[config.mk]
export PLATFORM = sky130hd
export DESIGN_NAME = terminal_key_decoder_flat
export DESIGN_NICKNAME = d
export VERILOG_FILES = /design/src/hw/rtl/tkd_pkg.sv /design/src/hw/rtl/tkd_intf.sv /design/src/hw/rtl/tkd_decode.sv /design/src/hw/rtl/terminal_key_decoder.sv /design/src/flat_wrapper.sv
export SDC_FILE = /design/constraint.sdc
export NUM_CORES = 1
export LEC_CHECK = 0
export BUFFER_PORTS_ARGS = -buffer_cell sky130_fd_sc_hd__buf_2
export CORE_ASPECT_RATIO = 1.2
export CORE_MARGIN = 2
export CORE_UTILIZATION = 35
export DETAILED_ROUTE_END_ITERATION = 16
export HOLD_SLACK_MARGIN = 0.1
export SLEW_MARGIN = 10
export SYNTH_ARGS = -nofsm -noshare
export SYNTH_HDL_FRONTEND = slang
export SYNTH_HIERARCHICAL = 1
export SYNTH_SLANG_ARGS = --single-unit
export TNS_END_PERCENT = 5
[constraint.sdc]
create_clock -name i_clk -period 2.55 [get_ports i_clk]
set_clock_uncertainty 0.15 [all_clocks]
set_input_delay 0.3825 -clock i_clk [delete_from_list [all_inputs] [get_ports i_clk]]
set_output_delay 0.3825 -clock i_clk [all_outputs]
set_load 0.01 [all_outputs]
[src/hw/rtl/tkd_pkg.sv]
// shared types and constants of the terminal key decoder
`timescale 1ns / 1ps

package tkd_pkg;

    localparam logic [7:0] BYTE_ESC   = 8'd27;
    localparam logic [7:0] BYTE_LBRKT = 8'h5b;
    localparam logic [7:0] BYTE_DEL   = 8'd127;
    localparam logic [7:0] BYTE_BS    = 8'd8;
    localparam logic [7:0] BYTE_CR    = 8'd13;
    localparam logic [7:0] BYTE_LF    = 8'd10;
    localparam logic [7:0] BYTE_HT    = 8'd9;
    localparam logic [7:0] BYTE_SPACE = 8'd32;
    localparam logic [7:0] CTRL_BIAS  = 8'd96;
    localparam logic [7:0] FINAL_LO   = 8'd64;
    localparam logic [7:0] FINAL_HI   = 8'd126;
    localparam logic [7:0] BYTE_UP    = 8'h41;
    localparam logic [7:0] BYTE_DOWN  = 8'h42;
    localparam logic [7:0] BYTE_RIGHT = 8'h43;
    localparam logic [7:0] BYTE_LEFT  = 8'h44;

    typedef enum logic [3:0] {
        KEY_CHAR      = 4'd0,
        KEY_ESC       = 4'd1,
        KEY_UP        = 4'd2,
        KEY_DOWN      = 4'd3,
        KEY_RIGHT     = 4'd4,
        KEY_LEFT      = 4'd5,
        KEY_BACKSPACE = 4'd6,
        KEY_ENTER     = 4'd7,
        KEY_TAB       = 4'd8
    } t_key_code;

    typedef enum logic [1:0] {
        MOD_NONE = 2'd0,
        MOD_ALT  = 2'd1,
        MOD_CTRL = 2'd2
    } t_mods;

    // one decoded key event, hit low when the byte gives no event
    typedef struct packed {
        logic      hit;
        t_key_code code;
        logic [7:0] ch;
        t_mods     mods;
    } t_key;

endpackage

[src/hw/rtl/tkd_intf.sv]
// valid/ready channel interfaces for raw bytes and key events
`timescale 1ns / 1ps

interface tkd_byte_if;
    logic       valid;
    logic       ready;
    logic [7:0] byte_in;
    logic       last_byte;

    modport source (output valid, output byte_in, output last_byte, input ready);
    modport sink   (input valid, input byte_in, input last_byte, output ready);
endinterface

interface tkd_key_if;
    logic       valid;
    logic       ready;
    logic [3:0] key_code;
    logic [7:0] key_char;
    logic [1:0] modifiers;

    modport source (output valid, output key_code, output key_char, output modifiers,
                    input ready);
    modport sink   (input valid, input key_code, input key_char, input modifiers,
                    output ready);
endinterface

[src/hw/rtl/tkd_decode.sv]
// escape sequence phase tracking and per-byte key decode
`timescale 1ns / 1ps

module tkd_decode (
    input  logic          i_clk,
    input  logic          i_rst_n,
    input  logic          i_step,
    input  logic [7:0]    i_byte,
    input  logic          i_last,
    output tkd_pkg::t_key o_key
);
    import tkd_pkg::*;

    typedef enum logic [1:0] {
        PH_IDLE      = 2'd0,
        PH_ESC       = 2'd1,
        PH_CSI_FIRST = 2'd2,
        PH_CSI_REST  = 2'd3
    } t_phase;

    t_phase r_phase;
    t_phase n_phase;
    t_phase w_phase;
    logic   w_final;

    assign w_final = (i_byte >= FINAL_LO) && (i_byte <= FINAL_HI);

    always_comb begin
        w_phase = r_phase;
        o_key   = '{hit: 1'b0, code: KEY_CHAR, ch: 8'd0, mods: MOD_NONE};
        case (r_phase)
            PH_IDLE: begin
                if (i_byte == BYTE_ESC) begin
                    if (i_last) begin
                        o_key = '{hit: 1'b1, code: KEY_ESC, ch: 8'd0, mods: MOD_NONE};
                    end else begin
                        w_phase = PH_ESC;
                    end
                end else if (i_byte == BYTE_DEL || i_byte == BYTE_BS) begin
                    o_key = '{hit: 1'b1, code: KEY_BACKSPACE, ch: 8'd0, mods: MOD_NONE};
                end else if (i_byte == BYTE_CR || i_byte == BYTE_LF) begin
                    o_key = '{hit: 1'b1, code: KEY_ENTER, ch: 8'd0, mods: MOD_NONE};
                end else if (i_byte == BYTE_HT) begin
                    o_key = '{hit: 1'b1, code: KEY_TAB, ch: 8'd0, mods: MOD_NONE};
                end else if (i_byte < BYTE_SPACE) begin
                    // control byte below space, no carry out of eight bits
                    o_key = '{hit: 1'b1, code: KEY_CHAR, ch: i_byte + CTRL_BIAS,
                              mods: MOD_CTRL};
                end else begin
                    o_key = '{hit: 1'b1, code: KEY_CHAR, ch: i_byte, mods: MOD_NONE};
                end
            end
            PH_ESC: begin
                if (i_byte == BYTE_LBRKT) begin
                    w_phase = PH_CSI_FIRST;
                end else begin
                    o_key   = '{hit: 1'b1, code: KEY_CHAR, ch: i_byte, mods: MOD_ALT};
                    w_phase = PH_IDLE;
                end
            end
            PH_CSI_FIRST: begin
                if (w_final) begin
                    case (i_byte)
                        BYTE_UP:    o_key.code = KEY_UP;
                        BYTE_DOWN:  o_key.code = KEY_DOWN;
                        BYTE_RIGHT: o_key.code = KEY_RIGHT;
                        BYTE_LEFT:  o_key.code = KEY_LEFT;
                        default:    o_key.code = KEY_CHAR;
                    endcase
                    o_key.hit = (i_byte >= BYTE_UP) && (i_byte <= BYTE_LEFT);
                    w_phase   = PH_IDLE;
                end else begin
                    w_phase = PH_CSI_REST;
                end
            end
            default: begin
                if (w_final) begin
                    w_phase = PH_IDLE;
                end
            end
        endcase
    end

    assign n_phase = i_last ? PH_IDLE : w_phase;

    always_ff @(posedge i_clk) begin
        if (!i_rst_n) begin
            r_phase <= PH_IDLE;
        end else if (i_step) begin
            r_phase <= n_phase;
        end
    end

endmodule

[src/hw/rtl/terminal_key_decoder.sv]
// top level of the terminal key decoder: input register, decode, result register
`timescale 1ns / 1ps

// Decodes raw terminal bytes, each tagged with a buffer-end mark, into key
// events. One byte is taken per cycle for as long as the result side keeps
// up. A byte passes the input register and then the result register. Its
// event is offered on the output once the result register holds it. Plain
// characters, backspace, enter, tab, ctrl and alt characters, a lone escape
// at buffer end and the four CSI arrow keys give an event; other CSI
// sequences and sequences cut off at buffer end give none, so the output
// can carry fewer transfers than the input. The one-per-cycle figure is set
// by the two-bit phase register in the decode stage, which is updated in the
// same cycle as its byte is decoded. A stalled result holds its register
// while one more byte may sit in the input register; ready falls only when
// both are full.

module terminal_key_decoder (
    input  logic        i_clk,
    input  logic        i_rst_n,
    tkd_byte_if.sink    i_byte,
    tkd_key_if.source   o_key
);
    import tkd_pkg::*;

    // input register
    logic       r_in_valid;
    logic [7:0] r_in_byte;
    logic       r_in_last;

    // result register
    logic       r_out_valid;
    t_key       r_out_key;

    t_key       w_key;
    logic       w_adv;
    logic       w_step;
    logic       w_in_xfer;

    // decode stage may move on when the result register is free or draining
    assign w_adv     = !r_out_valid || o_key.ready;
    assign w_step    = r_in_valid && w_adv;
    assign w_in_xfer = i_byte.valid && i_byte.ready;

    assign i_byte.ready = !r_in_valid || w_adv;

    tkd_decode u_decode (
        .i_clk   (i_clk),
        .i_rst_n (i_rst_n),
        .i_step  (w_step),
        .i_byte  (r_in_byte),
        .i_last  (r_in_last),
        .o_key   (w_key)
    );

    // input register, refilled on each transfer
    always_ff @(posedge i_clk) begin
        if (!i_rst_n) begin
            r_in_valid <= 1'b0;
        end else if (w_in_xfer) begin
            r_in_valid <= 1'b1;
        end else if (w_step) begin
            r_in_valid <= 1'b0;
        end
    end

    always_ff @(posedge i_clk) begin
        if (w_in_xfer) begin
            r_in_byte <= i_byte.byte_in;
            r_in_last <= i_byte.last_byte;
        end
    end

    // result register, bytes without an event leave it empty
    always_ff @(posedge i_clk) begin
        if (!i_rst_n) begin
            r_out_valid <= 1'b0;
        end else if (w_step) begin
            r_out_valid <= w_key.hit;
        end else if (o_key.ready) begin
            r_out_valid <= 1'b0;
        end
    end

    always_ff @(posedge i_clk) begin
        if (w_step && w_key.hit) begin
            r_out_key <= w_key;
        end
    end

    assign o_key.valid     = r_out_valid;
    assign o_key.key_code  = r_out_key.code;
    assign o_key.key_char  = r_out_key.ch;
    assign o_key.modifiers = r_out_key.mods;

endmodule

[src/flat_wrapper.sv]
// flat-port wrapper written by rule: the top's interface ports become plain ports
module terminal_key_decoder_flat import tkd_pkg::*;
  (i_clk, i_rst_n, i_byte_valid, i_byte_byte_in, i_byte_last_byte, i_byte_ready, o_key_valid, o_key_key_code, o_key_key_char, o_key_modifiers, o_key_ready);
  tkd_byte_if i_byte_i ();
  tkd_key_if o_key_i ();
  input  logic i_clk;
  input  logic i_rst_n;
  input wire logic [$bits(i_byte_i.valid)-1:0] i_byte_valid;
  input wire logic [$bits(i_byte_i.byte_in)-1:0] i_byte_byte_in;
  input wire logic [$bits(i_byte_i.last_byte)-1:0] i_byte_last_byte;
  output wire logic [$bits(i_byte_i.ready)-1:0] i_byte_ready;
  output wire logic [$bits(o_key_i.valid)-1:0] o_key_valid;
  output wire logic [$bits(o_key_i.key_code)-1:0] o_key_key_code;
  output wire logic [$bits(o_key_i.key_char)-1:0] o_key_key_char;
  output wire logic [$bits(o_key_i.modifiers)-1:0] o_key_modifiers;
  input wire logic [$bits(o_key_i.ready)-1:0] o_key_ready;
  assign i_byte_i.valid = i_byte_valid;
  assign i_byte_i.byte_in = i_byte_byte_in;
  assign i_byte_i.last_byte = i_byte_last_byte;
  assign i_byte_ready = i_byte_i.ready;
  assign o_key_valid = o_key_i.valid;
  assign o_key_key_code = o_key_i.key_code;
  assign o_key_key_char = o_key_i.key_char;
  assign o_key_modifiers = o_key_i.modifiers;
  assign o_key_i.ready = o_key_ready;
  terminal_key_decoder u_core (.i_clk(i_clk), .i_rst_n(i_rst_n), .i_byte(i_byte_i), .o_key(o_key_i));
endmodule
Word level (Yosys, flattened, before mapping). Cells that the tools add are included.

Add/sub/neg operators: 1. Magnitude comparators: 5. Equal/unequal tests: 14. Multiplexer cells: 21. Reduce and logical (&&, ||, !) cells: 16.

Operators by type and width (count): $eq A8 B7 Y1 const B (6); $mux W15 (3); $mux W14 (3); $eq A8 B4 Y1 const B (4); $pmux W10 S2 (1); $ge A8 B7 Y1 const B (2); $le A8 B7 Y1 const B (2); $pmux W5 S3 (1); $pmux W3 S4 (1); $mux W10 (1); $mux W2 (5); $add A8 B7 Y8 const B (1); $eq A8 B5 Y1 const B (1); $lt A8 B6 Y1 const B (1); $pmux W2 S3 (1); $logic_and A1 B1 Y1 (5); $mux W5 (1); $reduce_bool A5 Y1 (1); $logic_or A1 B1 Y1 (4); $mux W1 (4); $reduce_bool A2 Y1 (2); $ne A3 B2 Y1 const B (1); $reduce_and A3 Y1 (1); $eq A2 B1 Y1 const B (1); 3 further kinds (4).

Register bits after elaboration: 27. Output and inout bits: 16. Word-level logic and storage cells: 65.

Longest topological paths before layout.
Depth after elaboration: 8. Depth in mapped cells: 8. Gate-level depth less buffers: 8.

Modules after synthesis. The synthesis kept the hierarchy.

By module, submodules not included: terminal_key_decoder (instances 1, cells each 36, area each 803.3 um^2, seq. area each 730.7 um^2); tkd_decode (instances 1, cells each 101, area each 723.2 um^2, seq. area each 40.0 um^2).

Worst setup path before layout. No wires, ideal clock.

Path type: register -> register. Start: register u_core.r_in_byte[6]. End: register u_core.r_out_key, in the netlist u_core/o_key.key_char[0], enable pin. Data arrival time: 1.943 ns. Path slack: 0.072 ns. Cell stages (with the launch flop): 8. Clock period less this slack: 2.478 ns. Path through: edfxtp_1 -> nand2b_1 -> nor2_2 -> a31oi_1 -> a21oi_1 -> a21oi_1 -> nand2_1 -> nor2_1.

RTL lines: from (decl) (RTL line terminal_key_decoder.sv:27) `logic [7:0] r_in_byte;`; from (signal assigned) (RTL line terminal_key_decoder.sv:68) `r_in_byte <= i_byte.byte_in;`; to (signal assigned) (RTL line terminal_key_decoder.sv:86) `r_out_key <= w_key;`; to (decl) (RTL line terminal_key_decoder.sv:32) `t_key r_out_key;`.

==> metrics.md <==
| Metric | Value |
|---|---|
| Slew Viols, Final | `0` |
| Vert. Die Dim | `~76 µm` |
| EDFF count, synth | `23` |
| Gpl congestion | `0.842` |
| Slew headroom | `0.652` |
| Die area | `0.00491 mm²` |
| Worst path slowest cell | `a31oi_1` |
| Final net count | `191` |
| Peak supply drop | `0.230 mV` |
| Residual DRC | `0` |
| WP data arrival | `approximately 2.2 ns` |
| Synth area leaders | `edfxtp_1 45%, dfxtp_1 5.2%, ha_1 4.9%, nor2b_1 2.9%, nand2_1 2.7%` |
| Slew @ Worst Pin | `just over 0.5 ns` |
| GRT Util Overall | `0.137` |
| Die width | `64.3 µm` |
| # setup viols final | `0` |
| Crit-path cells | `inv_1 > ha_1 > inv_1 > a31oi_1 > a21oi_1 > a21oi_1 > nand2_1 > nor2_1 > buf_4` |
| Post-route ant nets | `0` |
| First-pass DRT Iterations | `4` |
| Req. time, crit path | `around 2.4 ns` |
| Final period util | `0.920` |
| Global-route wire length before repair | `5250 µm` |
| Setup_tns | `0 ns` |
| Worst hold path startpoint | `i_byte_byte_in[0]` |
| Dominant cell type by area after synthesis | `edfxtp_1` |
| Antenna diodes | `0` |
| Postcts setup bufs | `0` |
| Syn_area_per_cell | `around 11 µm²` |
| Grt total ovfl | `0` |
| Final Util | `0.427` |
| Root Buffer | `clkbuf_8` |
| Total wire length | `~3200 µm` |
| CTS Hold Bufs | `0` |
| Placement Rows | `26` |
| Vias per Instance | `around 5.3` |
| Fin crit period | `~2.3 ns` |
| Worst stage delay on the critical path | `approximately 0.4 ns` |
| H-tree lvl count | `1` |
| Syn-to-layout area delta | `18.2%` |
| Wire per inst | `roughly 14 µm` |
| Core Region | `between 0.004 and 0.005 mm²` |
| Largest net degree at the start of global routing | `17` |
| Clock Latency Late Sink | `roughly 0.28 ns` |
| I/O pin cnt | `29` |
| Primary FF master, synth | `edfxtp_1` |
| Syn Inst Count | `roughly 140` |
| Antenna violations before repair | `0` |
| Fraction of registers with async set or reset after synthesis | `0` |
| Worst setup SP type | `register` |
| CP max FO | `14` |
| R2r startpoint | `u_core/u_decode/r_phase[1]` |
| Most frequent cell after synthesis | `edfxtp_1` |
| Worst Path Buf+Inv | `3` |
| CP startpoint | `u_core/u_decode/r_phase[1]` |
| Share of cells above drive strength 1 | `0.304` |
| Cell Area, Synth | `around 0.0015 mm²` |
| Synthesis-stage register bit count | `27` |
| I/O Buffers | `28` |
| Post-CTS Resized | `0` |
| Synth cell types | `47` |
| CP Capture Type | `register` |
| Yosys top cell area share | `0.452` |
| Syn nets | `156` |
| Final hold vios | `0` |
| Vias in the first global route | `1120` |
| Status | `completed` |
| Setup CP Type | `register to register` |
| Pleak | `approximately 0.0007 µW` |
| Commonest cells in the netlist | `23 x edfxtp_1, 11 x nand2_1, 11 x nor2_1` |
| Fmax | `~0.43 GHz` |
| Worst hold path class | `input port to register` |
| Reg clk slew, reported paths | `approximately 0.10 ns` |
| CTS tree | `done` |
| Worst path top cell family by delay | `compound AO/OA/AOI/OAI gates` |
| Clock Tree Buf Depth | `2` |
| PwrDens | `485 mW/mm²` |
| Post-synthesis sequential area ratio | `0.505` |
| Yosys warns | `6` |
| Max Cap Viol | `0` |
| Via count | `1206` |
| Initial drt markers | `50` |
| Clk sink count | `27` |
| Inserted Clock Buffers | `3` |
| DPL Wire Length | `~2400 µm` |
| Initial core utilization | `0.361` |
| RSZ-0062 raised after global routing | `no` |
## routing by layer
metal  up-vias  track usage  part of all wire
met5         -            0                 0
met4         0       0.0787             0.034
met3         9       0.0192             0.055
met2        45        0.224              0.50
met1       574        0.171              0.41
li1        578            -                 -
## placed cells by master (no fill, tap or decap), drive strengths merged
cell / synthesis / routed
a211oi: 1 / 1
a21boi: 3 / 3
a21oi: 9 / 9
a221oi: 1 / 1
a22o: 1 / 1
a31o: 1 / 1
a31oi: 2 / 2
a41oi: 2 / 2
and2: 1 / 1
and3: 2 / 2
and4b: 1 / 1
buf: 5 / 35
clkbuf: 0 / 3
clkinvlp: 0 / 1
dfxtp: 4 / 4
edfxtp: 23 / 23
ha: 6 / 6
inv: 6 / 6
nand2: 11 / 11
nand2b: 3 / 3
nand3: 5 / 5
nand4b: 2 / 2
nor2: 12 / 12
nor2b: 8 / 8
nor3: 5 / 5
nor3b: 1 / 1
o21a: 1 / 1
o21ai: 7 / 7
o221ai: 1 / 1
o22ai: 1 / 1
o311a: 1 / 1
o31a: 1 / 1
o32ai: 2 / 2
o41ai: 1 / 1
or3: 4 / 4
xnor2: 3 / 3
## path summary, 6_finish.rpt
path / cells past startpoint / to / slack, ns
worst min-delay path: 1 / u_core/r_in_byte[0] / 0.12
worst max register to register: 9 / u_core/o_key.key_char[0] / 0.20
worst min register to register: 2 / u_core/r_in_valid / 0.36
worst max-delay path: 9 / u_core/o_key.key_char[0] / 0.20
## registers in the layout, indices dropped and copies added, names as in the netlist
register and count:
u_core/o_key.key_char 8, u_core/r_in_byte 8, u_core/o_key.key_code 4, u_core/o_key.modifiers 2, u_core/u_decode/r_phase 2, u_core/o_key.valid 1, u_core/r_in_last 1, u_core/r_in_valid 1
## cell type report
| class | instances | area, µm² |
|---|---|---|
| Clock buffer | 3 | 41.3 |
| Clock inverter | 1 | 7.51 |
| Fill cell | 435 | 2420 |
| Inverter | 6 | 22.5 |
| Multi-Input combinational cell | 99 | 699 |
| Sequential cell | 27 | 771 |
| Tap cell | 56 | 70.1 |
| Timing Repair Buffer | 35 | 193 |
## through the flow
| stage | cell area (µm²) | setup slack, ns | hold WS, ns | power (µW) | instances |
|---|---|---|---|---|---|
| 2_1_floorplan | 1530 | 0.0723 | 0.313 | 592 | 137 |
| 3_3_place_gp | 1760 | 0.384 | 0.341 | 630 | 223 |
| 3_5_place_dp | 1760 | 0.267 | 0.353 | 632 | 223 |
| 4_1_cts | 1800 | 0.252 | 0.114 | 886 | 227 |
| 5_1_grt | 1800 | 0.117 | 0.102 | 917 | 227 |
| 6_report | 1800 | 0.204 | 0.120 | 876 | 227 |
## power by group
group	switching (µW)	leakage (µW)	internal, µW
sequential	12.5	0.000255	502
combinational	60.3	0.000406	46.7
clock	143	0.0000217	111
total	216	0.000682	660
## cells by family (layout without fill, tap and decap cells)
| family | count (synthesis) | in the layout | synth area share |
|---|---|---|---|
| XOR/XNOR | 3 | 3 | 0.0172 |
| flip-flops | 27 | 27 | 0.505 |
| buffers and inverters | 11 | 45 | 0.0369 |
| AO/OA/AOI/OAI | 35 | 35 | 0.173 |
| AND/OR/NAND/NOR | 55 | 55 | 0.219 |
| adder cells (fa/ha/maj) | 6 | 6 | 0.0492 |
No activity file was read; power rests on OpenSTA's default activity.
